File: config.mk
export PLATFORM = sky130hd
export DESIGN_NAME = annexb_nal_unit_splitter_core
export DESIGN_NICKNAME = d
export VERILOG_FILES = /design/src/design/annb_pkg.sv /design/src/design/annb_scan.sv /design/src/design/annexb_nal_unit_splitter_core.sv
export SDC_FILE = /design/constraint.sdc
export NUM_CORES = 1
export LEC_CHECK = 0
export BUFFER_PORTS_ARGS = -buffer_cell sky130_fd_sc_hd__buf_4
export CORE_ASPECT_RATIO = 0.9
export CORE_MARGIN = 4
export CORE_UTILIZATION = 40
export CTS_CLUSTER_SIZE = 16
export DETAILED_ROUTE_END_ITERATION = 8
export RECOVER_POWER = 25
export SYNTH_ARGS = -nofsm -noshare
export SYNTH_HDL_FRONTEND = slang
export SYNTH_SLANG_ARGS = --single-unit
File: constraint.sdc
create_clock -name clock -period 5.2 [get_ports clock]
set_input_delay 1.04 -clock clock [delete_from_list [all_inputs] [get_ports clock]]
set_output_delay 1.04 -clock clock [all_outputs]
set_load 0.03 [all_outputs]
File: src/design/annb_pkg.sv
// Package for the Annex B NAL unit splitter: payload structs, scan phase
// encoding, the per-request result burst and sizing constants. No dependencies.
`default_nettype none

package annb_pkg;

   localparam int LENGTH_BITS = 24;
   localparam int MAX_RESULTS = 5;
   localparam int COUNT_BITS  = 3;

   localparam logic [7:0]  ZERO_BYTE     = 8'h00;
   localparam logic [7:0]  START_BYTE    = 8'h01;
   localparam logic [7:0]  TYPE_MASK     = 8'h1f;
   localparam logic [31:0] LEN_FIELD_MAX = 32'h00ff_ffff;

   typedef struct packed {
      logic [7:0] stream_byte;
      logic       end_of_buffer;
   } req_type;

   typedef struct packed {
      logic [7:0]  unit_byte;
      logic [4:0]  unit_type;
      logic        first_of_unit;
      logic        last_of_unit;
      logic [23:0] unit_length;
   } rsp_type;

   typedef enum logic [1:0] {
      PHASE_HUNT   = 2'b01,
      PHASE_INSIDE = 2'b10
   } phase_type;

   // bytes released by one request, oldest in entry 0
   typedef struct packed {
      logic [MAX_RESULTS-1:0][7:0] data;
      logic [MAX_RESULTS-1:0]      last;
      logic [COUNT_BITS-1:0]       count;
   } burst_type;

endpackage

`default_nettype wire

File: src/design/annb_scan.sv
// Start code scanner: holds the hunt/inside phase, zero run and withheld byte,
// and lists the unit bytes each request releases. Uses annb_pkg.
`default_nettype none

module annb_scan (
   input  wire                clock,
   input  wire                reset,
   input  wire                accept,
   input  annb_pkg::req_type  req,
   output annb_pkg::burst_type burst
);

   annb_pkg::phase_type phase_ff, phase_in;
   logic [1:0]          zero_run_ff, zero_run_in;
   logic [7:0]          held_byte_ff, held_byte_in;
   logic                held_valid_ff, held_valid_in;

   logic                         is_zero;
   logic                         is_start;
   logic [annb_pkg::COUNT_BITS-1:0] n;
   logic [annb_pkg::COUNT_BITS-1:0] n_flush;

   assign is_zero  = (req.stream_byte == annb_pkg::ZERO_BYTE);
   assign is_start = (req.stream_byte == annb_pkg::START_BYTE) && (zero_run_ff >= 2'd2);

   always_comb begin
      phase_in      = phase_ff;
      zero_run_in   = zero_run_ff;
      held_byte_in  = held_byte_ff;
      held_valid_in = held_valid_ff;
      burst         = '0;
      n             = '0;
      n_flush       = '0;

      unique case (phase_ff)
         annb_pkg::PHASE_HUNT: begin
            if (is_zero) begin
               if (zero_run_ff != 2'd3) zero_run_in = zero_run_ff + 2'd1;
            end else if (is_start) begin
               phase_in      = annb_pkg::PHASE_INSIDE;
               zero_run_in   = 2'd0;
               held_valid_in = 1'b0;
            end else begin
               zero_run_in = 2'd0;
            end
         end
         annb_pkg::PHASE_INSIDE: begin
            if (is_zero) begin
               if (zero_run_ff != 2'd3) begin
                  zero_run_in = zero_run_ff + 2'd1;
               end else begin
                  if (held_valid_ff) begin
                     burst.data[n] = held_byte_ff;
                     n             = n + 1'b1;
                  end
                  held_byte_in  = annb_pkg::ZERO_BYTE;
                  held_valid_in = 1'b1;
               end
            end else if (is_start) begin
               if (held_valid_ff) begin
                  burst.data[n] = held_byte_ff;
                  burst.last[n] = 1'b1;
                  n             = n + 1'b1;
               end
               held_valid_in = 1'b0;
               zero_run_in   = 2'd0;
            end else begin
               if (held_valid_ff) begin
                  burst.data[n] = held_byte_ff;
                  n             = n + 1'b1;
               end
               for (int k = 0; k < 3; k++) begin
                  if (2'(k) < zero_run_ff) begin
                     burst.data[n] = annb_pkg::ZERO_BYTE;
                     n             = n + 1'b1;
                  end
               end
               zero_run_in   = 2'd0;
               held_byte_in  = req.stream_byte;
               held_valid_in = 1'b1;
            end

            // flush the withheld byte and zeros, last one closes the unit
            if (req.end_of_buffer) begin
               n_flush = n;
               if (held_valid_in) begin
                  burst.data[n] = held_byte_in;
                  n             = n + 1'b1;
               end
               for (int k = 0; k < 3; k++) begin
                  if (2'(k) < zero_run_in) begin
                     burst.data[n] = annb_pkg::ZERO_BYTE;
                     n             = n + 1'b1;
                  end
               end
               if (n != n_flush) burst.last[n - 1'b1] = 1'b1;
            end
         end
         default: ;
      endcase

      if (req.end_of_buffer) begin
         phase_in      = annb_pkg::PHASE_HUNT;
         zero_run_in   = 2'd0;
         held_byte_in  = annb_pkg::ZERO_BYTE;
         held_valid_in = 1'b0;
      end

      burst.count = n;
   end

   always_ff @(posedge clock) begin
      if (reset) begin
         phase_ff      <= annb_pkg::PHASE_HUNT;
         zero_run_ff   <= 2'd0;
         held_valid_ff <= 1'b0;
      end else if (accept) begin
         phase_ff      <= phase_in;
         zero_run_ff   <= zero_run_in;
         held_valid_ff <= held_valid_in;
      end
   end

   always_ff @(posedge clock) begin
      if (accept) held_byte_ff <= held_byte_in;
   end

endmodule

`default_nettype wire

File: src/design/annexb_nal_unit_splitter_core.sv
// Top level of the Annex B NAL unit splitter: scanner, result queue and
// unit marking (first, type, length). Uses annb_pkg and annb_scan.
//
//   channel | ports                              | direction
//   request | req_valid, req_stall, req_payload  | in  (stream byte, end flag)
//   result  | rsp_valid, rsp_stall, rsp_payload  | out (unit byte and marks)
//
// One request per cycle when it releases at most one byte and rsp_stall is
// low. Up to five bytes per request drain from a five-entry queue at one per
// cycle while rsp_stall is low; req_stall holds while more than one remains.
// Synchronous active-high reset returns to hunting for a start code.
// rsp_stall holds the queue head, and req_stall with one entry left; else
// the next request is taken when the last queued byte leaves in the same cycle.
`default_nettype none

module annexb_nal_unit_splitter_core (
   input  wire               clock,
   input  wire               reset,
   input  wire               req_valid,
   output logic              req_stall,
   input  annb_pkg::req_type req_payload,
   output logic              rsp_valid,
   input  wire               rsp_stall,
   output annb_pkg::rsp_type rsp_payload
);

   annb_pkg::burst_type burst;

   logic [annb_pkg::MAX_RESULTS-1:0][7:0] q_data_ff, q_data_in;
   logic [annb_pkg::MAX_RESULTS-1:0]      q_last_ff, q_last_in;
   logic [annb_pkg::COUNT_BITS-1:0]       q_cnt_ff, q_cnt_in;

   logic [annb_pkg::LENGTH_BITS-1:0] len_ff, len_in;
   logic [4:0]                       type_ff, type_in;

   logic                             accept;
   logic                             pop;
   logic                             first;
   logic [annb_pkg::LENGTH_BITS-1:0] len_next;
   logic [31:0]                      len_wide;
   logic [4:0]                       head_type;

   annb_scan u_scan (
      .clock (clock),
      .reset (reset),
      .accept(accept),
      .req   (req_payload),
      .burst (burst)
   );

   assign rsp_valid = (q_cnt_ff != '0);
   assign pop       = rsp_valid && !rsp_stall;
   assign req_stall = (q_cnt_ff > 3'd1) || ((q_cnt_ff == 3'd1) && rsp_stall);
   assign accept    = req_valid && !req_stall;

   always_comb begin
      q_data_in = q_data_ff;
      q_last_in = q_last_ff;
      q_cnt_in  = q_cnt_ff;
      if (accept) begin
         q_data_in = burst.data;
         q_last_in = burst.last;
         q_cnt_in  = burst.count;
      end else if (pop) begin
         q_data_in = q_data_ff >> 8;
         q_last_in = q_last_ff >> 1;
         q_cnt_in  = q_cnt_ff - 1'b1;
      end
   end

   assign first     = (len_ff == '0);
   assign len_next  = (len_ff == {annb_pkg::LENGTH_BITS{1'b1}}) ? len_ff : len_ff + 1'b1;
   assign len_wide  = 32'(len_next);
   assign head_type = first ? 5'(q_data_ff[0] & annb_pkg::TYPE_MASK) : type_ff;

   always_comb begin
      rsp_payload.unit_byte     = q_data_ff[0];
      rsp_payload.unit_type     = head_type;
      rsp_payload.first_of_unit = first;
      rsp_payload.last_of_unit  = q_last_ff[0];
      rsp_payload.unit_length   = '0;
      if (q_last_ff[0]) begin
         rsp_payload.unit_length = (len_wide > annb_pkg::LEN_FIELD_MAX) ?
                                   24'hff_ffff : len_wide[23:0];
      end
   end

   always_comb begin
      len_in  = len_ff;
      type_in = type_ff;
      if (pop) begin
         len_in  = q_last_ff[0] ? '0 : len_next;
         type_in = head_type;
      end
   end

   always_ff @(posedge clock) begin
      if (reset) begin
         q_cnt_ff <= '0;
         len_ff   <= '0;
         type_ff  <= '0;
      end else begin
         q_cnt_ff <= q_cnt_in;
         len_ff   <= len_in;
         type_ff  <= type_in;
      end
   end

   always_ff @(posedge clock) begin
      q_data_ff <= q_data_in;
      q_last_ff <= q_last_in;
   end

endmodule

`default_nettype wire
==> Yosys cells after proc, flatten, opt, wreduce, memory -nomap -nowiden <==
Cells that the tools add are included.
W data, S select, Z words.
{ "totals": {"reg_bits": 90, "inputBits": 13} }
{ "op_classes": {"muxes": 118, "reduce_logical": 27, "n_eq_ne": 10, "n_bitwise": 13, "order_cmp": 25, "addsub": 11} }
{ "op_table": {"columns": ["op", "n"], "rows": [
  ["$mux W40", 21],
  ["$not A40 Y40", 6],
  ["$and A40 B40 Y40", 5],
  ["$demux W8 S3", 7],
  ["$mux W8", 20],
  ["$mux W24", 4],
  ["$mux W3", 32],
  ["$mux W32", 3],
  ["$mux W45", 2],
  ["$and A8 B40 Y40", 1],
  ["$bwmux W40", 1],
  ["$lt A3 B4 Y1 const B", 8],
  ["$add A24 B1 Y24 const B", 1],
  ["$eq A24 B24 Y1 const B", 1],
  ["$ge A3 B1 Y1 const B", 8],
  ["$gt A24 B24 Y1 const B", 1],
  ["$logic_not A24 Y1", 1],
  ["$add A3 B1 Y3 const B", 7],
  ["$mux W5", 4],
  ["$mux W2", 8],
  ["$mux W1", 13],
  ["$logic_and A1 B1 Y1", 12],
  ["$eq A8 B1 Y1 const B", 1],
  ["$logic_not A8 Y1", 1],
  ["other kinds (23)", 36]
]} }

==> Logic depth before layout (Yosys ltp) <==
Gate-level depths: netlist of run 1.
{ "depth": {"ltp_word": 46, "ltp_mapped": 25, "ltp_nobuf": 22} }

==> Modules after synthesis <==
Synthesis of run 1 repeated with hierarchy kept, for this count alone.
{ "hier_totals": {"hier_cells": 766, "hier_area_um2": 6346.1} }
{ "modules_own_cells": {"columns": ["mod", "seq_area_each_um2", "instances", "area_per_inst_um2", "cells_each"], "rows": [
  ["annexb_nal_unit_splitter_core", 1991.9, 1, 4265.3, 480],
  ["annb_scan", 340.3, 1, 2080.7, 286]
]} }

==> Worst setup path after synthesis of run 1 <==
Ideal clock, no wire load.
{ "synth_path": {"path_kind": "flip-flop to flip-flop", "startpoint": "register u_scan.zero_run_ff[0]", "endpoint": "register q_last_ff[0] (netlist name) (data pin)", "path_stages_with_launch": 26, "setup_time_ps": 259, "setup_slack_ps": -61, "arrival_ps": 5002, "required_ps": 4941, "cell_sequence": "dfxtp_1 -> clkbuf_1 -> clkbuf_1 -> nor2_1 -> inv_1 -> fa_1 -> buf_2 -> and4_1 -> a221oi_1 -> a21oi_1 -> xor2_1 -> nor2_1 -> ha_1 -> a21o_1 -> ha_1 -> mux2i_1 -> o22ai_1 -> ha_1 -> and3_1 -> nor3_1 -> xor2_1 -> o31ai_1 -> nand3_1 -> and3b_1 -> nand3_1 -> nand2_1"} }
{ "synth_via": {"elab_chain_cells": 41, "word_cells_on_any_way": 63, "cone_classes": "8 x add/sub; 9 x order compare; 2 x eq/ne; 41 x mux; 1 x bitwise; 2 x reduce/logical"} }
{ "synth_rtl": {"columns": ["element", "line", "source"], "rows": [
  ["start: declaration", "annb_scan.sv:14", "logic [1:0] zero_run_ff, zero_run_in;"],
  ["start signal: assignment", "annb_scan.sv:119", "zero_run_ff <= zero_run_in;"],
  ["$lt A1 B2 Y1", "annb_scan.sv:73", "if (2'(k) < zero_run_ff) begin"],
  ["$mux W3", "annb_scan.sv:73", null],
  ["$mux W3", "annb_scan.sv:59", "end else if (is_start) begin"],
  ["$mux W3", "annb_scan.sv:48", "if (is_zero) begin"],
  ["$mux W3", "annb_scan.sv:35", "unique case (phase_ff)"],
  ["$add A3 B1 Y3", "annb_scan.sv:75", "n = n + 1'b1;"],
  ["$mux W3", "annb_scan.sv:73", null],
  ["$mux W3", "annb_scan.sv:59", null],
  ["[26 not listed]", null, null],
  ["$mux W1 (implied by the code)", "annb_scan.sv:96", "if (n != n_flush) burst.last[n - 1'b1] = 1'b1;"],
  ["$demux W1 S3", null, null],
  ["$or A1 B5 Y5 (no source line)", null, null],
  ["$mux W5", "annb_scan.sv:96", null],
  ["$mux W45 *", "annb_scan.sv:84", "if (req.end_of_buffer) begin"],
  ["$mux W45 *", "annb_scan.sv:35", null],
  ["$mux W5 *", "annexb_nal_unit_splitter_core.sv:60", "if (accept) begin"],
  ["net q_last_in (one bit)", "annexb_nal_unit_splitter_core.sv:30", "logic [annb_pkg::MAX_RESULTS-1:0] q_last_ff, q_last_in;"],
  ["end signal: assignment", "annexb_nal_unit_splitter_core.sv:111", "q_last_ff <= q_last_in;"],
  ["end: declaration", "annexb_nal_unit_splitter_core.sv:30", null]
]} }
Mark *: on every way through the listed nets, which the timed path passes. The rest lies on a longest branch. The select of a mux whose other input is x is not followed.
A chain may end at the register's enable or synchronous reset.

==> Final worst setup path of run 1 <==
{ "layout_path": {"startpoint": "input port req_payload[5] (netlist name)", "endpoint": "register q_last_ff[3] (netlist name) (data pin)"} }
{ "layout_via": {"elab_chain_cells": 31, "word_cells_on_any_way": 42, "cone_classes": "5 x add/sub; 5 x order compare; 2 x eq/ne; 26 x mux; 1 x bitwise; 3 x reduce/logical"} }
{ "layout_rtl": {"columns": ["element", "line", "source"], "rows": [
  ["start: declaration", "annexb_nal_unit_splitter_core.sv:21", "input annb_pkg::req_type req_payload,"],
  ["$eq A8 B1 Y1", "annb_scan.sv:24", "assign is_start = (req.stream_byte == annb_pkg::START_BYTE) && (zero_run_ff >= 2'd2);"],
  ["$logic_and A1 B1 Y1", "annb_scan.sv:24", null],
  ["$mux W3", "annb_scan.sv:59", null],
  ["$mux W3", "annb_scan.sv:48", null],
  ["$mux W3", "annb_scan.sv:35", null],
  ["$add A3 B1 Y3", "annb_scan.sv:88", "n = n + 1'b1;"],
  ["$mux W3", "annb_scan.sv:86", "if (held_valid_in) begin"],
  ["$mux W3", "annb_scan.sv:84", null],
  ["[16 not listed]", null, null],
  ["$mux W1 (implied by the code)", "annb_scan.sv:96", null],
  ["$demux W1 S3", null, null],
  ["$or A1 B5 Y5 (no source line)", null, null],
  ["$mux W5 *", "annb_scan.sv:96", null],
  ["$mux W45 *", "annb_scan.sv:84", null],
  ["$mux W45 *", "annb_scan.sv:35", null],
  ["$mux W5 *", "annexb_nal_unit_splitter_core.sv:60", null],
  ["net q_last_in (one bit)", "annexb_nal_unit_splitter_core.sv:30", null]
]} }
Marks and branches as above.

==> metrics.cfg, run 1 <==
[worst_setup_path]
critical_path_arrival_ns = 4.86
rr_endpoint = q_last_ff[3]$_DFFE_PP_
reg2reg_setup_slack_ns = 0.44
critical_path_peak_fanout = 5
crit-reg2reg-launch = u_scan.zero_run_ff[1]$_SDFFE_PP0P_
reg2regPathDepth = 20
timing.critical_path.from_type = input port
worst_setup_path_startpoint = req_payload[5]
crit_required_ns = 5.29
kind_of_end_point_of_the_critical_path = flip-flop
path_class = input port to flip-flop
worstSetupEndpoint = q_last_ff[3]$_DFFE_PP_

[layout]
non_filler_instance_count_after_layout = 870
layout-area-overhead-vs-synth_pct = 14.1
drive_above_1_share = 0.141
nNetsFinal = 702
nFillCells = 1303
number_of_antenna_repair_diodes = 0

[route]
detailedRoute.firstPassIterationCount = 7
routed-via-count = 4895
via_per_inst = 5.63
drt_iter0_markers = 360
drcViolationCount = 0
antenna_violating_nets_post_route = 0
avg_wl_per_cell_um = 16.7
drt-total-wl_um = 14600

[clocking]
cts_sinks = 90
cts_tree = yes
clock_insertion_delay_worst_skew_ns = 0.35
cts-htree-levels = 3
clockRootBuffer = clkbuf_16
path_clk_slew_ns = 0.07
number_of_cts_inserted_buffers = 9
clockBufferDepth = 2
cts_hold_buf = 0

[synthesis]
synth_area_leader_cell = edfxtp_1
post_synth_main_area_contributors = edfxtp_1, dfxtp_1, nor2_1
synthesis.instances = 643
syn_nets = 669
post-synth-top-count-cell = nor2_1
seq_area_frac_synth = 0.414
postSynthRegisterBits = 90
synthesis.area_per_instance_um2 = 8.76
yosysTopAreaCellShare = 0.283
ys.flop_type = edfxtp_1
synth.cells.most_frequent = nor2_1, a21oi_1, edfxtp_1
async_flop_share = 0
number_of_synthesis_warnings = 0
mappedNetlistArea_mm2 = 0.00563
count_of_distinct_cell_types_in_the_synthesized_netlist = 68
synth-edff-count = 53

[global_route]
grt_pass1_vias = 4688
track_usage = 0.182
grt_start_max_net_pins = 47
grt_antenna_before_repair = 0
grt-busiest-layer = met2
grt_first_pass_wirelength_um = 23900
grt_use_met2 = 0.301
grt_use_met1 = 0.236
global_route.overflow_total = 0
met3_usage = 0.0412

[sta]
clock-skew-final_ns = 0.0104
final.hold.worst_slack_ns = 0.495
finalMaxSlewViolations = 0
setup_viol_count_final = 0
timing.slew.headroom = 0.424
timing.final.hold_violations = 0
finalSetupTns_ns = 0
post-route-period-util = 0.916
min_period_ns = 4.76
max_freq_ghz = 0.210
slew_at_the_pin_closest_to_its_max_slew_limit_ns = 0.856

[hold_path]
hold_path.class = flip-flop to flip-flop

[floorplanning]
placementRows = 40
die_width_um = 133
top_level_ports = 54
dieArea_mm2 = 0.0160
vert_die_dim_um = 121
start_util = 0.415
core_region_area_mm2 = 0.0136

[pwr]
static-leakage-power_nw = 2.30
max-vdd-ir-drop_uv = 275
power.share.sequential = 0.423
p_sw_frac = 0.381
internal_power_mw = 1.75
combPwrFrac = 0.354
powerDensity_mw_per_mm2 = 439
switching_component_of_the_power_mw = 1.08
power.clock.fraction = 0.223

[place]
place_inst = 853
io_buffers = 53
routabilityCongestion = 0.904
detailed_place_hpwl_um = 10300

[flow_run]
timing.max_cap.violations = 0

[status]
run_status = completed

## worst min path at each step
stage,from,to,cells past startpoint
3_3_place_gp,type_ff[0]$_SDFFE_PP0P_,type_ff[0]$_SDFFE_PP0P_,2
3_5_place_dp,type_ff[4]$_SDFFE_PP0P_,type_ff[4]$_SDFFE_PP0P_,2
4_1_cts,type_ff[4]$_SDFFE_PP0P_,type_ff[4]$_SDFFE_PP0P_,2
2_1_floorplan,type_ff[0]$_SDFFE_PP0P_,type_ff[0]$_SDFFE_PP0P_,2
5_1_grt,type_ff[3]$_SDFFE_PP0P_,type_ff[3]$_SDFFE_PP0P_,2
6_report,type_ff[3]$_SDFFE_PP0P_,type_ff[3]$_SDFFE_PP0P_,2
## placed cells by master (no fill, tap or decap), drive strengths merged, types with 7 or more instances in the layout
master and instances:
xnor2 17, a22oi 19, nor2 93, a31oi 8, nor3 32, nand4 8
nand2 41, clkbuf 24, o21ai 28, edfxtp 53, a21oi 69, and3 9
xor2 13, mux2 7, nand3 16, nor4 11, buf 59, nand2b 7
o22ai 8, inv 19, ha 12, nor2b 9, dfxtp 37, a22o 24
## sequential cells by signal, summed over array words and instances, names as in the netlist
signal	count
q_cnt_ff	3
u_scan.zero_run_ff	2
q_last_ff	5
u_scan.held_valid_ff	1
len_ff	24
u_scan.held_byte_ff	8
u_scan.phase_ff	2
type_ff	5
q_data_ff	32
rsp_payload	8
## worst max-delay path: stages
cell and delay, ns:
buf_4 0.13, nor4_4 0.37, nand2_1 0.19, nand3_1 0.14, o21ai_0 0.12, a221oi_2 0.32
inv_1 0.09, ha_1 0.35, a21o_1 0.19, ha_1 0.33, mux2i_1 0.13, o22ai_1 0.13
ha_1 0.23, and3_1 0.19, nor3_2 0.15, nand2_1 0.08, mux2_2 0.35, xnor2_1 0.21
o21ai_0 0.12
## per-layer routing
metal  vias up  part of all wire
li1       2418                 -
met1      2332              0.46
met2       126              0.48
met3        19             0.049
met4         0             0.013
met5         -                 0
## stage by stage
stage | instance area (µm²) | utilization | worst slack, ns | power, mW
2_1_floorplan | 5640 | - | 0.0475 | 1.97
3_3_place_gp | 6170 | 0.455 | 0.125 | 2.24
3_5_place_dp | 6170 | 0.455 | 0.0369 | 2.26
4_1_cts | 6460 | 0.476 | 0.190 | 2.90
5_1_grt | 6430 | 0.474 | -0.00184 | 2.99
6_report | 6430 | 0.474 | 0.435 | 2.82
## kinds of logic after synthesis
logic type,synth area share
xor gates and xnor gates,0.0466
muxes,0.0200
adders and majority gates,0.0302
AOI/OAI and AO/OA,0.215
buffers and inverters,0.0549
DFF,0.414
and+or+nand+nor,0.219
## power groups by stage
stage | Combinational [mW] | Clock [mW] | Sequential [mW]
CTS | 1.05 | 0.648 | 1.20
detailed placement | 1.04 | 0 | 1.21
floorplan | 0.809 | 0 | 1.16
global placement | 1.03 | 0 | 1.20
global route | 1.10 | 0.682 | 1.22
finish | 0.998 | 0.631 | 1.19
## repair_timing
action | 4_1_cts | 5_1_grt
endpoints found under the setup margin | 0 | 6
resized for setup | 0 | 4
setup buffers | 0 | 1
## cell type report
cell class                 instances  area (µm²)  share of cell area
clock buffer                       9         225              0.0350
timing repair buffer              74         499              0.0777
tap                              189         236              0.0368
clock inverter                     7        60.1             0.00934
multi-input combinational        485        3010               0.469
inverter                          16        60.1             0.00934
sequential                        90        2330               0.363
(Power assumes the default switching activity.)
==> inputs of run 2 (changes only) <==
- CORE_UTILIZATION: 40 -> 35
==> run 2 against run 1 <==
The flow now finishes with violations (capacitance limit, slew limit). Critical path depth is 2 higher. Die area is 13% higher. Clock skew is 0.0068 ns lower. Fmax is 2.8% lower. Via count is 1.7% higher. Worst hold slack better by 0.0051 ns. Clock power is 13% higher. First-iteration DRC count is 18% higher. Non-clock buffer count is 5 higher. Cell count is 2.1% higher. Clock-buffer cell count stayed put. Highest routed layer unchanged.
==> metrics.cfg, run 2 (synthesized netlist as in run 1, its figures left out) <==
[pwr]
p_total_mw = 2.93  ; +3.6%
switching_component_of_the_power_mw = 1.08  ; +0.65%
static-leakage-power_nw = 2.34  ; +1.6%
p_sw_frac = 0.370  ; -0.0110
powerDensity_mw_per_mm2 = 450  ; +2.4%
internal_power_mw = 1.84  ; +5.5%
combPwrFrac = 0.346  ; -0.008
power.share.sequential = 0.409  ; -0.014
max-vdd-ir-drop_uv = 271  ; -1.5%
power.clock.fraction = 0.244  ; +0.021

[place]
io_buffers = 53  ; unchanged
detailed_place_hpwl_um = 10900  ; +6.0%
routabilityCongestion = 0.940  ; +3.9%

[layout]
layout-area-overhead-vs-synth_pct = 15.4
largestRegisters = q_data_ff (32), len_ff (24)
number_of_antenna_repair_diodes = 0  ; unchanged
drive_above_1_share = 0.141  ; +0.000430
nNetsFinal = 707  ; +0.71%
layout_commonest_cell = nor2_1
commonest_non_fill_non_tap_cells_in_the_layout = nor2_1, a21oi_1, buf_4
largest_register_ffs = 32  ; unchanged
registers.top_by_ff_count = q_data_ff

[route]
drt_iter0_markers = 424  ; +18%
routed-via-count = 4978  ; +1.7%
drt-total-wl_um = 15500  ; +6.4%
drcViolationCount = 0  ; unchanged
antenna_violating_nets_post_route = 0  ; unchanged
detailedRoute.firstPassIterationCount = 5  ; -2
via_per_inst = 5.61  ; -0.37%
avg_wl_per_cell_um = 17.4  ; +4.3%

[sta]
grt_setup_unrepaired = no
timing.final.hold_violations = 0  ; unchanged
max_freq_ghz = 0.204  ; -2.8%
post-route-period-util = 0.943  ; +0.0262
timing.slew.headroom = -0.249  ; -0.674
finalSetupTns_ns = 0  ; unchanged
min_period_ns = 4.90  ; +0.136 ns
clock-skew-final_ns = 0.00363  ; -0.00680 ns
finalMaxSlewViolations = 41  ; +41
slew_at_the_pin_closest_to_its_max_slew_limit_ns = 1.87  ; +1.02 ns
setup_viol_count_final = 0  ; unchanged

[worst_setup_path]
path_class = input port to flip-flop
critical_path_arrival_ns = 4.99  ; +0.13 ns
timing.critical_path.from_type = input port
crit_required_ns = 5.29  ; about the same
critical_path_peak_fanout = 5  ; unchanged
cpPeakStageDelay_ns = 0.40  ; +0.03 ns
cp.buffers_inverters = 2  ; unchanged
crit-reg2reg-launch = u_scan.zero_run_ff[1]$_SDFFE_PP0P_
critPathTopFamily = simple AND/OR/NAND/NOR gates
kind_of_end_point_of_the_critical_path = flip-flop
worst_setup_path_startpoint = req_payload[5]
cpMaxStageDelayCell = nor4_4
ordered_list_of_cells_on_the_worst_path = buf_4, nor4_4, nand2_2, nand3_1, o21ai_0, a221oi_2, inv_1, ha_1, a21o_1, ha_1, mux2i_1, o22ai_1, ha_1, and3_1, nor3_1, xor2_1, o31ai_1, nand3_1, and3b_1, nand3_1, nand2_1

[clocking]
clockRootBuffer = clkbuf_16
cts-htree-levels = 3  ; unchanged
path_clk_slew_ns = 0.07  ; about the same
cts_tree = yes
clock_insertion_delay_worst_skew_ns = 0.34  ; about the same
clockBufferDepth = 2  ; unchanged
post_cts_setup_buffer_count = 0  ; unchanged
cts_resized = 0  ; unchanged
cts_hold_buf = 0  ; unchanged
number_of_cts_inserted_buffers = 9  ; unchanged
cts_sinks = 90  ; unchanged

[floorplanning]
die_width_um = 142  ; +6.5%
vert_die_dim_um = 128  ; +6.4%
top_level_ports = 54  ; unchanged
core_region_area_mm2 = 0.0156  ; +15%
placementRows = 43  ; +7.5%
start_util = 0.361  ; -0.0543
dieArea_mm2 = 0.0182  ; +13%

[flow_run]
timing.max_cap.violations = 1  ; +1

[status]
run_status = complete, but fails checks
violations = capacitance limit, slew limit

[global_route]
grt_start_max_net_pins = 41  ; -13%
track_usage = 0.168  ; -0.0139
grt_pass1_vias = 4859  ; +3.6%
grt_antenna_before_repair = 0  ; unchanged
grt_first_pass_wirelength_um = 24800  ; +3.9%
global_route.overflow_total = 0  ; unchanged

[hold_path]
hold_path.class = flip-flop to flip-flop
worst_hold_launch = type_ff[3]$_SDFFE_PP0P_

run 2: final cells by class:
type	count	area [µm²]
tap	202	253
sequential	90	2330
inverter	16	60.1
clock buffer	9	225
clock inverter	7	97.6
fill	1552	9100
multi-input combinational	485	3000
timing repair buffer	79	537
run 2: worst reg2reg max path, delay by kind of cell (launching register included):
family / cells / cell delay [ns]
fa+ha+maj: 4 / 1.41
simple gates: 9 / 1.35
flops: 1 / 0.35
compound gates: 5 / 0.96
buf+inv: 1 / 0.09
xor+xnor: 2 / 0.31
mux: 1 / 0.13
run 2: through the flow:
step / instance area, µm² / utilization / worst slack, ns / cells / hold slack, ns
6_report: 6500 / 0.417 / 0.299 / 888 / 0.500
5_1_grt: 6500 / 0.417 / 0.0528 / 888 / 0.524
4_1_cts: 6560 / 0.420 / 0.378 / 888 / 0.506
3_5_place_dp: 6240 / 0.400 / 0.0130 / 872 / 0.497
3_3_place_gp: 6240 / 0.400 / 0.129 / 872 / 0.481
2_1_floorplan: 5640 / - / 0.0475 / 643 / 0.473
run 2: path summary, 6_finish.rpt:
path / depth (start not counted) / slack (ns) / end
setup / recovery: 21 / 0.30 / q_last_ff[0]$_DFFE_PP_
hold / removal: 2 / 0.50 / type_ff[3]$_SDFFE_PP0P_
setup reg to reg: 22 / 0.35 / q_last_ff[0]$_DFFE_PP_
hold reg to reg: 2 / 0.50 / type_ff[3]$_SDFFE_PP0P_
run 2: power by group through the flow:
stage / sequential, mW / clock [mW] / combinational, mW
floorplan: 1.16 / 0 / 0.809
global placement: 1.21 / 0 / 1.04
detailed placement: 1.21 / 0 / 1.06
CTS: 1.20 / 0.738 / 1.06
global route: 1.22 / 0.763 / 1.11
finish: 1.20 / 0.715 / 1.01
run 2: metal layers:
layer	routed length, µm	global-route usage	vias up
li1	-	-	2425
met1	7030	0.224	2371
met2	7320	0.279	163
met3	883	0.0334	19
met4	259	0.0508	0
met5	0	0	-
